===== src/cace_pkg.sv =====
`timescale 1ns / 1ps
`default_nettype none
// ----------------------------------------------------------------------------
// cace_pkg: shared types and constants of the credit aging cache evictor
// Operation and status codes, register indexes, controller states and the
// fixed widths and reset values of the configuration registers.
// ----------------------------------------------------------------------------
package cace_pkg;

   localparam int CFG_W      = 11;  // widest configuration register
   localparam int CHUNK_W    = 7;
   localparam int CSR_ADDR_W = 2;

   localparam logic [CHUNK_W-1:0] MAX_CHUNK = 7'd64;
   localparam logic [CHUNK_W-1:0] MIN_CHUNK = 7'd1;

   localparam logic [CFG_W-1:0]   MIN_ALIVE_RESET    = 11'd500;
   localparam logic [CHUNK_W-1:0] CHUNK_SIZE_RESET   = 7'd64;
   localparam logic [CFG_W-1:0]   LOAD_CREDITS_RESET = 11'd100;
   localparam logic [CFG_W-1:0]   HIT_CREDITS_RESET  = 11'd1024;

   // hit update: credits = (hit_credits + credits * HIT_DECAY) >> HIT_SHIFT
   localparam int HIT_DECAY = 253;
   localparam int HIT_SHIFT = 8;

   typedef enum logic [1:0] {
      KIND_ADD     = 2'd0,
      KIND_ACCESS  = 2'd1,
      KIND_UNLOAD  = 2'd2,
      KIND_COLLECT = 2'd3
   } kind_type;

   typedef enum logic [1:0] {
      STATUS_OK      = 2'd0,
      STATUS_RANGE   = 2'd1,
      STATUS_FULL    = 2'd2,
      STATUS_INVALID = 2'd3
   } status_type;

   typedef enum logic [CSR_ADDR_W-1:0] {
      CSR_MIN_ALIVE    = 2'd0,
      CSR_CHUNK_SIZE   = 2'd1,
      CSR_LOAD_CREDITS = 2'd2,
      CSR_HIT_CREDITS  = 2'd3
   } csr_index_type;

   typedef enum logic [2:0] {
      ST_INIT,
      ST_IDLE,
      ST_EXEC,
      ST_SWEEP_RD,
      ST_SWEEP_WR,
      ST_SWEEP_END
   } state_type;

endpackage
`default_nettype wire


===== src/cace_credit_alu.sv =====
`timescale 1ns / 1ps
`default_nettype none
// ----------------------------------------------------------------------------
// cace_credit_alu: credit arithmetic of one entry
// Hit decay with saturation, saturated load value, and aging by one credit
// that bottoms out at -1.
// ----------------------------------------------------------------------------
module cace_credit_alu
   import cace_pkg::*;
#(
   parameter int CREDIT_BITS = 12
) (
   input  wire logic signed [CREDIT_BITS-1:0] credits_in,
   input  wire logic        [CFG_W-1:0]       hit_credits,
   input  wire logic        [CFG_W-1:0]       load_credits,
   output logic signed      [CREDIT_BITS-1:0] hit_value,
   output logic signed      [CREDIT_BITS-1:0] load_value,
   output logic signed      [CREDIT_BITS-1:0] aged_value
);

   localparam int SUM_W = CREDIT_BITS + 10;

   localparam logic signed [SUM_W-1:0] DECAY = SUM_W'(HIT_DECAY);
   localparam logic signed [SUM_W-1:0] CRED_MAX =
      {{(SUM_W-CREDIT_BITS+1){1'b0}}, {(CREDIT_BITS-1){1'b1}}};
   localparam logic signed [SUM_W-1:0] CRED_MIN =
      {{(SUM_W-CREDIT_BITS+1){1'b1}}, {(CREDIT_BITS-1){1'b0}}};

   logic signed [SUM_W-1:0] credits_ext;
   logic signed [SUM_W-1:0] hit_ext;
   logic signed [SUM_W-1:0] load_ext;
   logic signed [SUM_W-1:0] decay_sum;
   logic signed [SUM_W-1:0] decay_shr;

   function automatic logic signed [CREDIT_BITS-1:0] sat_credit(
      input logic signed [SUM_W-1:0] v
   );
      logic signed [CREDIT_BITS-1:0] r;
      if (v > CRED_MAX) begin
         r = CRED_MAX[CREDIT_BITS-1:0];
      end else if (v < CRED_MIN) begin
         r = CRED_MIN[CREDIT_BITS-1:0];
      end else begin
         r = v[CREDIT_BITS-1:0];
      end
      return r;
   endfunction

   assign credits_ext = SUM_W'(credits_in);
   assign hit_ext     = signed'(SUM_W'(hit_credits));
   assign load_ext    = signed'(SUM_W'(load_credits));

   // arithmetic shift gives the floor of the division for negative sums
   assign decay_sum = credits_ext * DECAY + hit_ext;
   assign decay_shr = decay_sum >>> HIT_SHIFT;

   assign hit_value  = sat_credit(decay_shr);
   assign load_value = sat_credit(load_ext);

   // negative credits settle at -1; anything else drops by one
   assign aged_value = credits_in[CREDIT_BITS-1] ? '1 : credits_in - CREDIT_BITS'(1);

endmodule
`default_nettype wire


===== config.mk =====
export PLATFORM = sky130hd
export DESIGN_NAME = cace_credit_alu
export DESIGN_NICKNAME = d
export VERILOG_FILES = /design/src/cace_pkg.sv /design/src/cace_credit_alu.sv
export SDC_FILE = /design/constraint.sdc
export NUM_CORES = 1
export LEC_CHECK = 0
export BUFFER_PORTS_ARGS = -buffer_cell sky130_fd_sc_hd__buf_2
export CAP_MARGIN = 20
export CORE_UTILIZATION = 50
export DETAILED_ROUTE_END_ITERATION = 7
export PLACE_DENSITY = 0.8
export SYNTH_ARGS = -nofsm -noshare
export SYNTH_HDL_FRONTEND = slang
export SYNTH_SLANG_ARGS = --single-unit

===== constraint.sdc =====
create_clock -name vclk -period 14.9
set_input_delay 2.98 -clock vclk [all_inputs]
set_output_delay 2.98 -clock vclk [all_outputs]
set_load 0.03 [all_outputs]

Yosys cells after proc, flatten, opt, wreduce, memory -nomap -nowiden

Index checks and enable logic that the tools add are counted.

$add $sub $neg: 2
Multiply operators: 1
$lt $le $gt $ge: 4
Muxes and demuxes: 5

Operator list:

| operator                                                                       | count |
|---|---|
| 12-bit two-way mux                                                             | 5 |
| 21-bit by 12-bit adder with 22-bit output                                      | 1 |
| 12-bit by 9-bit multiplier with 21-bit output, second input constant           | 1 |
| 14-bit by 12-bit > comparator with 1-bit output, second input constant         | 1 |
| 14-bit by 12-bit less-than comparator with 1-bit output, second input constant | 1 |
| 12-bit less-than comparator, second input constant                             | 1 |
| 12-bit by 1-bit subtractor with 12-bit output, second input constant           | 1 |
| 11-bit > comparator, second input constant                                     | 1 |

Register bits after elaboration: 0
Bits of input ports: 34
Output and inout port bits: 36
Logic and storage cells: 12

Logic depth before layout (Yosys ltp)

Gate-level depths: netlist of the first run.

Depth in word-level cells: 5
Depth in mapped cells: 20
Gate-level depth less buffers: 19

Least setup slack after synthesis of the first run

Ideal clock, no wire load.

Path kind: input -> output
Start: input port credits_in[3]
End: output port hit_value[10]
Data arrival time: 7875 ps
Path slack: 4045 ps
Cell stages on the path: 19
Buffers on the path: 1
Path through: fa_1 inv_1 fa_1 inv_1 fa_1 fa_1 inv_1 fa_1 inv_1 ha_1 and3_1 and3_1 a21oi_2 o21ai_2 and3_1 nor4_2 buf_4 a21oi_2 a21oi_1

Longest elaborated chain between the ends: 5
Elaborated cells on any way between the ends: 6
Those cells by class: add/sub: 1; mul: 1; order compare: 2; mux: 2

RTL lines:

| item                                                    | line                  | source |
|---|---|---|
| start, declared                                         | cace_credit_alu.sv:13 | `input wire logic signed [CREDIT_BITS-1:0] credits_in,` |
| 12-bit by 9-bit multiplier with 21-bit output *         | cace_credit_alu.sv:54 | `assign decay_sum = credits_ext * DECAY + hit_ext;` |
| 21-bit by 12-bit adder with 22-bit output *             | cace_credit_alu.sv:54 |  |
| 14-bit by 12-bit less-than comparator with 1-bit output | cace_credit_alu.sv:41 | `end else if (v < CRED_MIN) begin` |
| 12-bit two-way mux                                      | cace_credit_alu.sv:41 |  |
| 12-bit two-way mux *                                    | cace_credit_alu.sv:39 | `if (v > CRED_MAX) begin` |
| end, declared                                           | cace_credit_alu.sv:16 | `output logic signed [CREDIT_BITS-1:0] hit_value,` |

Mark *: on every way between the ends. The rest lies on a longest branch, timed or not.

Worst setup path after layout of the first run

Start: input port credits_in[11]
End: output port hit_value[7]

Same word-level chain as after synthesis.

==> impl_results.md, run 1 <==
* First-pass GRT wire length at 12.8 mm
* Cells traversed along the worst timing path: buf_2, inv_1, fa_1, fa_1, inv_1, fa_1, fa_1, ha_1, ha_1, and4_1, and2_1, a21oi_1, a21oi_1, a31oi_1, xnor2_1, o21ai_1, a21oi_1, buf_2
* Class of the tightest hold or removal check: in2out
* Mapped Avg Cell Area at 8.50 um2
* Area of the multi-input gates at 3180 um2
* Postcts setup bufs at 0
* Detail-routed via count per cell at 5.23
* Initial Util at between 50% and 60%
* Area Growth Syn to Fin at 7.82%
* Die span in y at 87.8 um
* Hold violation count in the final report at 0
* Setup Viol. Count Final at 0
* Result of the run: completed
* Count of mapped cells out of synthesis at 433
* Largest net degree at the start of global routing at 16
* Netlist area before placement at about 3700 um2
* Unrepaired setup endpoints after global routing: no
* Capture point of the critical path: hit_value[7]
* Drt first pass iters at 4
* Total via count after detailed routing at around 2900
* Core ar. at 6940 um2
* Initial antenna violation count at 0
* DP Wirelength at 6.60 mm
* Antenna Diode Count at 0
* Highest achievable clock rate at about 86 MHz
* FP Rows at 30
* Max-slew headroom at the worst pin at between 30% and 40%
* Final clock period utilization by the worst path at 78.4%
* Crit path largest cell delay at about 0.76 ns
* Synth warnings at 0
* Final critical-path required period at 11.69 ns
* Number of clock buffers in the layout at 0
* Endpoint required time on the critical path at 11.92 ns
* Final wirelength at 7.38 mm
* Total global routing track utilization at 20.5%
* Most used cell along the critical path: sky130_fd_sc_hd__fa_1
* Number of primary I/O pins at 70
* Layout Cell Area excl Fill at 3970 um2
* Post-Syn Nets at 607
* Number of nets in the finished design at 640
* Number of nets with antenna violations after routing at 0
* Share of synthesized area occupied by flip-flops and latches at 0%
* Cts hold-fix bufs at 0
* Remaining global-route overflow at 0
* Fillers at 631
* DR DRC count at 0
* First DRT Iteration DRCs at 106
* Overall die area at 7710 um2
* Port Buffers at 47
* Maximum net fanout on the critical path at 15
* Post-placement cell area at between 3000 and 4000 um2
* Share of layout cells above drive strength 1 at 11.9%
* Startpoint type of the worst setup path: input pin
* Count of maximum capacitance violations at 0
* Launching element of the worst setup path: credits_in[11]
* Number of distinct library cell variants in the gate-level netlist after synthesis at 43
* Worst Tran Pin Value at around 0.94 ns
* Average wire per standard cell at 13.2 um
* Commonest non-fill, non-tap cells in the layout: 117 x sky130_fd_sc_hd__inv_1, 81 x sky130_fd_sc_hd__ha_1, 59 x sky130_fd_sc_hd__fa_1
* CP max-delay cell: sky130_fd_sc_hd__xnor2_1
* Commonest non-fill, non-tap cell in the layout: sky130_fd_sc_hd__inv_1
* RD Place Congestion at 0.928
* Pins Over Slew Limit at 0
* Arrival time of the worst setup path at between 8 and 9 ns
* Count of flip-flops and latches at 0
* Type of the worst setup path: in2out
* Number of global-route vias before repair at 2908
* Total negative slack at 0 ns
* Number of gates resized after CTS at 0
* Overall die width at just under 90 um
* Sequential cell area at 0 um2
* Endpoint kind of the worst setup timing path: output port
[critical path: cells and delay by family]
| family | cells | cell delay, ns |
|---|---|---|
| buf+inv | 4 | 0.90 |
| compound gates | 5 | 0.92 |
| fa+ha+maj | 6 | 2.70 |
| xor+xnor | 1 | 0.76 |
| simple gates | 2 | 0.44 |
[worst min-delay path by stage]
stage                           startpoint             end  slack (ns)  cells after the start
after detailed placement  load_credits[10]  load_value[10]        5.96                      0
after floorplan              credits_in[0]   aged_value[0]        6.13                      1
after global placement    load_credits[10]  load_value[10]        5.96                      0
final                      load_credits[2]   load_value[2]        5.96                      0
after global routing       load_credits[4]   load_value[4]        5.96                      0
after CTS                 load_credits[10]  load_value[10]        5.96                      0
[cell families (layout without fill, tap and decap cells)]
logic type / after synthesis / in the layout / synth area share [%]
AOI/OAI and AO/OA: 75 / 75 / 12.4
xor gates and xnor gates: 22 / 22 / 5.44
adders and majority gates: 140 / 140 / 59.6
buffers and inverters: 133 / 164 / 13.8
muxes: 1 / 1 / 0.272
other: 1 / 1 / 0.102
and+or+nand+nor: 61 / 61 / 8.46
[per-stage QoR]
step           utilization (%)  std cells  hold WS (ns)  setup slack [ns]
4_1_cts                   57.2        560          5.96              3.20
5_1_grt                   57.2        560          5.96              2.70
3_3_place_gp              57.2        560          5.96              3.34
6_report                  57.2        560          5.96              3.21
3_5_place_dp              57.2        560          5.96              3.20
2_1_floorplan                -        433          6.13              4.05
[area by class of cell]
cell class	count	area share, %
multi-input combinational	300	80.0
tap	96	3.03
inverter	117	11.1
timing repair buffer	47	5.92
[per-layer routing]
layer | part of all wire (%) | track usage, % | up-vias
li1 | - | - | 1430
met1 | 44 | 27.1 | 1418
met2 | 51 | 37.8 | 64
met3 | 3.1 | 0.660 | 18
met4 | 1.8 | 3.43 | 0
met5 | 0 | 0 | -
[synthesized netlist by cell type (2+ instances only)]
| cell type | instances | area share, % |
|---|---|---|
| sky130_fd_sc_hd__inv_1 | 117 | 12 |
| sky130_fd_sc_hd__ha_1 | 81 | 28 |
| sky130_fd_sc_hd__fa_1 | 59 | 32 |
| sky130_fd_sc_hd__a21oi_1 | 30 | 4.1 |
| sky130_fd_sc_hd__nand2_1 | 19 | 1.9 |
| sky130_fd_sc_hd__xnor2_1 | 18 | 4.3 |
| sky130_fd_sc_hd__clkbuf_1 | 14 | 1.4 |
| sky130_fd_sc_hd__o21ai_0 | 14 | 1.9 |
| sky130_fd_sc_hd__and3_1 | 12 | 2.0 |
| sky130_fd_sc_hd__nand3_1 | 9 | 1.2 |
| sky130_fd_sc_hd__nor2_1 | 8 | 0.82 |
| sky130_fd_sc_hd__o21ai_1 | 6 | 0.82 |
| sky130_fd_sc_hd__a21o_1 | 4 | 0.82 |
| sky130_fd_sc_hd__nor2b_1 | 3 | 0.51 |
| sky130_fd_sc_hd__xor2_1 | 3 | 0.71 |
| sky130_fd_sc_hd__a211oi_1 | 2 | 0.41 |
| sky130_fd_sc_hd__a21boi_0 | 2 | 0.41 |
| sky130_fd_sc_hd__a21oi_2 | 2 | 0.48 |
| sky130_fd_sc_hd__a31oi_1 | 2 | 0.34 |
| sky130_fd_sc_hd__buf_4 | 2 | 0.41 |
| sky130_fd_sc_hd__nand4_1 | 2 | 0.34 |
| sky130_fd_sc_hd__o211ai_1 | 2 | 0.41 |
| sky130_fd_sc_hd__o21a_1 | 2 | 0.41 |
Power of run 1 is not shown: default switching activity piles up to over one toggle a cycle in this logic, so the estimate is an artifact.
==> inputs of run 2 (changes only) <==
ABC_AREA = 1   (was unset)
PLACE_DENSITY = 0.79   (was 0.8)
clock period = 11.8 ns   (was 14.9 ns; I/O delays follow)
==> run 2 against run 1 <==
Effect of this change:
- cell count grew 27%
- wire length grew 15%
- non-clock buffer count is the same
==> impl_results.md, run 2 <==
* Result of the run: completed
* Endpoint required time on the critical path at 9.44 ns (-2.48 ns)
* Final Worst Setup Slack at 2.07 ns (-1.14 ns)
* Detail-routed via count per cell at 4.71 (-10%)
* Highest achievable clock rate at about 100 MHz
* Postcts setup bufs at 0 (unchanged)
* Unrepaired setup endpoints after global routing: no
* Remaining global-route overflow at 0 (unchanged)
* Top post-synthesis cells by count: 163 x sky130_fd_sc_hd__inv_1, 151 x sky130_fd_sc_hd__nand2_1, 81 x sky130_fd_sc_hd__ha_1
* Most used standard cell by instance count after synthesis: sky130_fd_sc_hd__inv_1
* Die span in y at 91.9 um (+4.6%)
* Largest net degree at the start of global routing at 20 (+4)
* Mapped Avg Cell Area at 7.01 um2 (-18%)
* Maximum net fanout on the critical path at 19 (+4)
* Port Buffers at 47 (unchanged)
* Share of layout cells above drive strength 1 at 9.87% (-2.0 points)
* Total negative slack at 0 ns (unchanged)
* Class of the tightest hold or removal check: in2out
* FP Rows at 32 (+6.7%)
* Final clock period utilization by the worst path at 82.4%
* Drt first pass iters at 4 (unchanged)
* Count of flip-flops and latches at 0 (unchanged)
* Average wire per standard cell at 12.0 um (-9.0%)
* Number of primary I/O pins at 70 (unchanged)
* Number of clock buffers in the layout at 0 (unchanged)
* Overall die width at 91.9 um (+4.6%)
* Total global routing track utilization at 21.4% (+0.84 points)
* RD Place Congestion at 0.905 (-2.5%)
* Startpoint type of the worst setup path: input pin
* Overall die area at 8440 um2 (+9.4%)
* Cts hold-fix bufs at 0 (unchanged)
* Synth warnings at 0 (unchanged)
* Hold violation count in the final report at 0 (unchanged)
* Count of mapped cells out of synthesis at 576 (+33%)
* Fraction of post-synthesis cell area in the top cell type by area at 29.3% (-2.8 points)
* Initial antenna violation count at 0 (unchanged)
* DR DRC count at 0 (unchanged)
* Final critical-path required period at 9.73 ns
* Netlist area before placement at 4040 um2 (+9.6%)
* Most area-consuming cells after synthesis: sky130_fd_sc_hd__fa_1 29%, sky130_fd_sc_hd__ha_1 25%, sky130_fd_sc_hd__inv_1 15%
* Share of synthesized area occupied by flip-flops and latches at 0% (unchanged)
* DP Wirelength at 7.79 mm (+18%)
* Total via count after detailed routing at 3342 (+14%)
* First DRT Iteration DRCs at 155 (+46%)
* Number of global-route vias before repair at 3402 (+17%)
* Leading area contributor after synthesis: sky130_fd_sc_hd__fa_1
* Pins Over Slew Limit at 0 (unchanged)
* Number of nets in the finished design at 784 (+23%)
* Final wirelength at 8.51 mm (+15%)
* Setup Viol. Count Final at 0 (unchanged)
* Core ar. at 7770 um2 (+12%)
* Number of nets with antenna violations after routing at 0 (unchanged)
* Endpoint kind of the worst setup timing path: output port
* Sequential cell area at 0 um2 (unchanged)
* First-pass GRT wire length at 15.0 mm (+17%)
* Commonest non-fill, non-tap cell in the layout: sky130_fd_sc_hd__inv_1
* Arrival time of the worst setup path at 7.37 ns (-1.34 ns)
* Area Growth Syn to Fin at 7.10%
* Number of distinct library cell variants in the gate-level netlist after synthesis at 31 (-28%)
* Initial Util at 52.0% (-1.0 points)
* Post-Place Worst Slack at 2.07 ns (-1.13 ns)
* Number of gates resized after CTS at 0 (unchanged)
* Type of the worst setup path: in2out
* Post-Syn Nets at 750 (+24%)
* Commonest non-fill, non-tap cells in the layout: 163 x sky130_fd_sc_hd__inv_1, 151 x sky130_fd_sc_hd__nand2_1, 81 x sky130_fd_sc_hd__ha_1
* Count of maximum capacitance violations at 0 (unchanged)
* Share of the core filled with cells in the final layout at 55.7% (-1.5 points)
* Launching element of the worst setup path: credits_in[11]
* Min-Delay Startpoint: load_credits[0]
* Antenna Diode Count at 0 (unchanged)
==> run 2: changes by cell type after synthesis, sizes merged, moves of 11 or more <==
| cell | before | now |
|---|---|---|
| and3 | 12 | 1 |
| o21ai | 21 | 10 |
| inv | 117 | 165 |
| a21oi | 32 | 18 |
| nand2 | 19 | 155 |
| xnor2 | 19 | 5 |
| nor2 | 8 | 25 |
==> run 2: layout make-up <==
| type | instances | area, um2 |
|---|---|---|
| Multi-Input combinational cell | 395 | 3340 |
| Inverter | 166 | 623 |
| Timing Repair Buffer | 47 | 235 |
| Fill cell | 756 | 3440 |
| Tap cell | 102 | 128 |
==> run 2: final timing paths <==
kind | endpoint | slack, ns | depth (start not counted)
worst max-delay path | hit_value[7] | 2.07 | 23
worst min-delay path | load_value[0] | 4.72 | 0
==> run 2: metal layers <==
| layer | part of all wire (%) | vias to the layer above | GRT usage [%] |
|---|---|---|---|
| li1 | - | 1756 | - |
| met4 | 0.76 | 0 | 1.69 |
| met5 | 0 | - | 0 |
| met3 | 3.2 | 8 | 0.995 |
| met1 | 46 | 1527 | 28.1 |
| met2 | 50 | 51 | 40.0 |
==> run 2: worst max-delay path, cell delays in order <==
cell                       delay (ns)
sky130_fd_sc_hd__buf_2           0.36
sky130_fd_sc_hd__clkinv_1        0.43
sky130_fd_sc_hd__fa_1            0.57
sky130_fd_sc_hd__fa_1            0.51
sky130_fd_sc_hd__inv_1           0.07
sky130_fd_sc_hd__fa_1            0.51
sky130_fd_sc_hd__fa_1            0.49
sky130_fd_sc_hd__ha_1            0.31
sky130_fd_sc_hd__ha_1            0.35
sky130_fd_sc_hd__nand2_1         0.08
sky130_fd_sc_hd__nand2_1         0.06
sky130_fd_sc_hd__nand2_1         0.07
sky130_fd_sc_hd__nand2_1         0.07
sky130_fd_sc_hd__nand2_1         0.06
sky130_fd_sc_hd__nand2_1         0.04
sky130_fd_sc_hd__nor2_1          0.18
sky130_fd_sc_hd__nand3_1         0.12
sky130_fd_sc_hd__nand2_1         0.08
sky130_fd_sc_hd__nand2_2         0.10
sky130_fd_sc_hd__nand2_2         0.19
sky130_fd_sc_hd__nand2_1         0.08
sky130_fd_sc_hd__nand2_1         0.06
sky130_fd_sc_hd__buf_2           0.19
==> run 2: metrics by stage <==
step                      instances  hold slack [ns]  area, um2
after floorplan                 576             4.89       4040
after global placement          710             4.72       4320
after detailed placement        710             4.72       4320
after CTS                       710             4.72       4320
after global routing            710             4.72       4320
final                           710             4.72       4320
==> run 2: cells by family (layout without fill, tap and decap cells) <==
| logic type | count (synthesis) | count (layout) | share of synthesized area, % |
|---|---|---|---|
| and+or+nand+nor | 211 | 211 | 21.6 |
| buffers and inverters | 181 | 213 | 17.3 |
| adders and majority gates | 140 | 140 | 54.4 |
| AOI/OAI and AO/OA | 33 | 33 | 4.49 |
| xor gates and xnor gates | 10 | 10 | 2.17 |
| other | 1 | 1 | 0.0929 |
Power of run 2 is left out for the same reason.
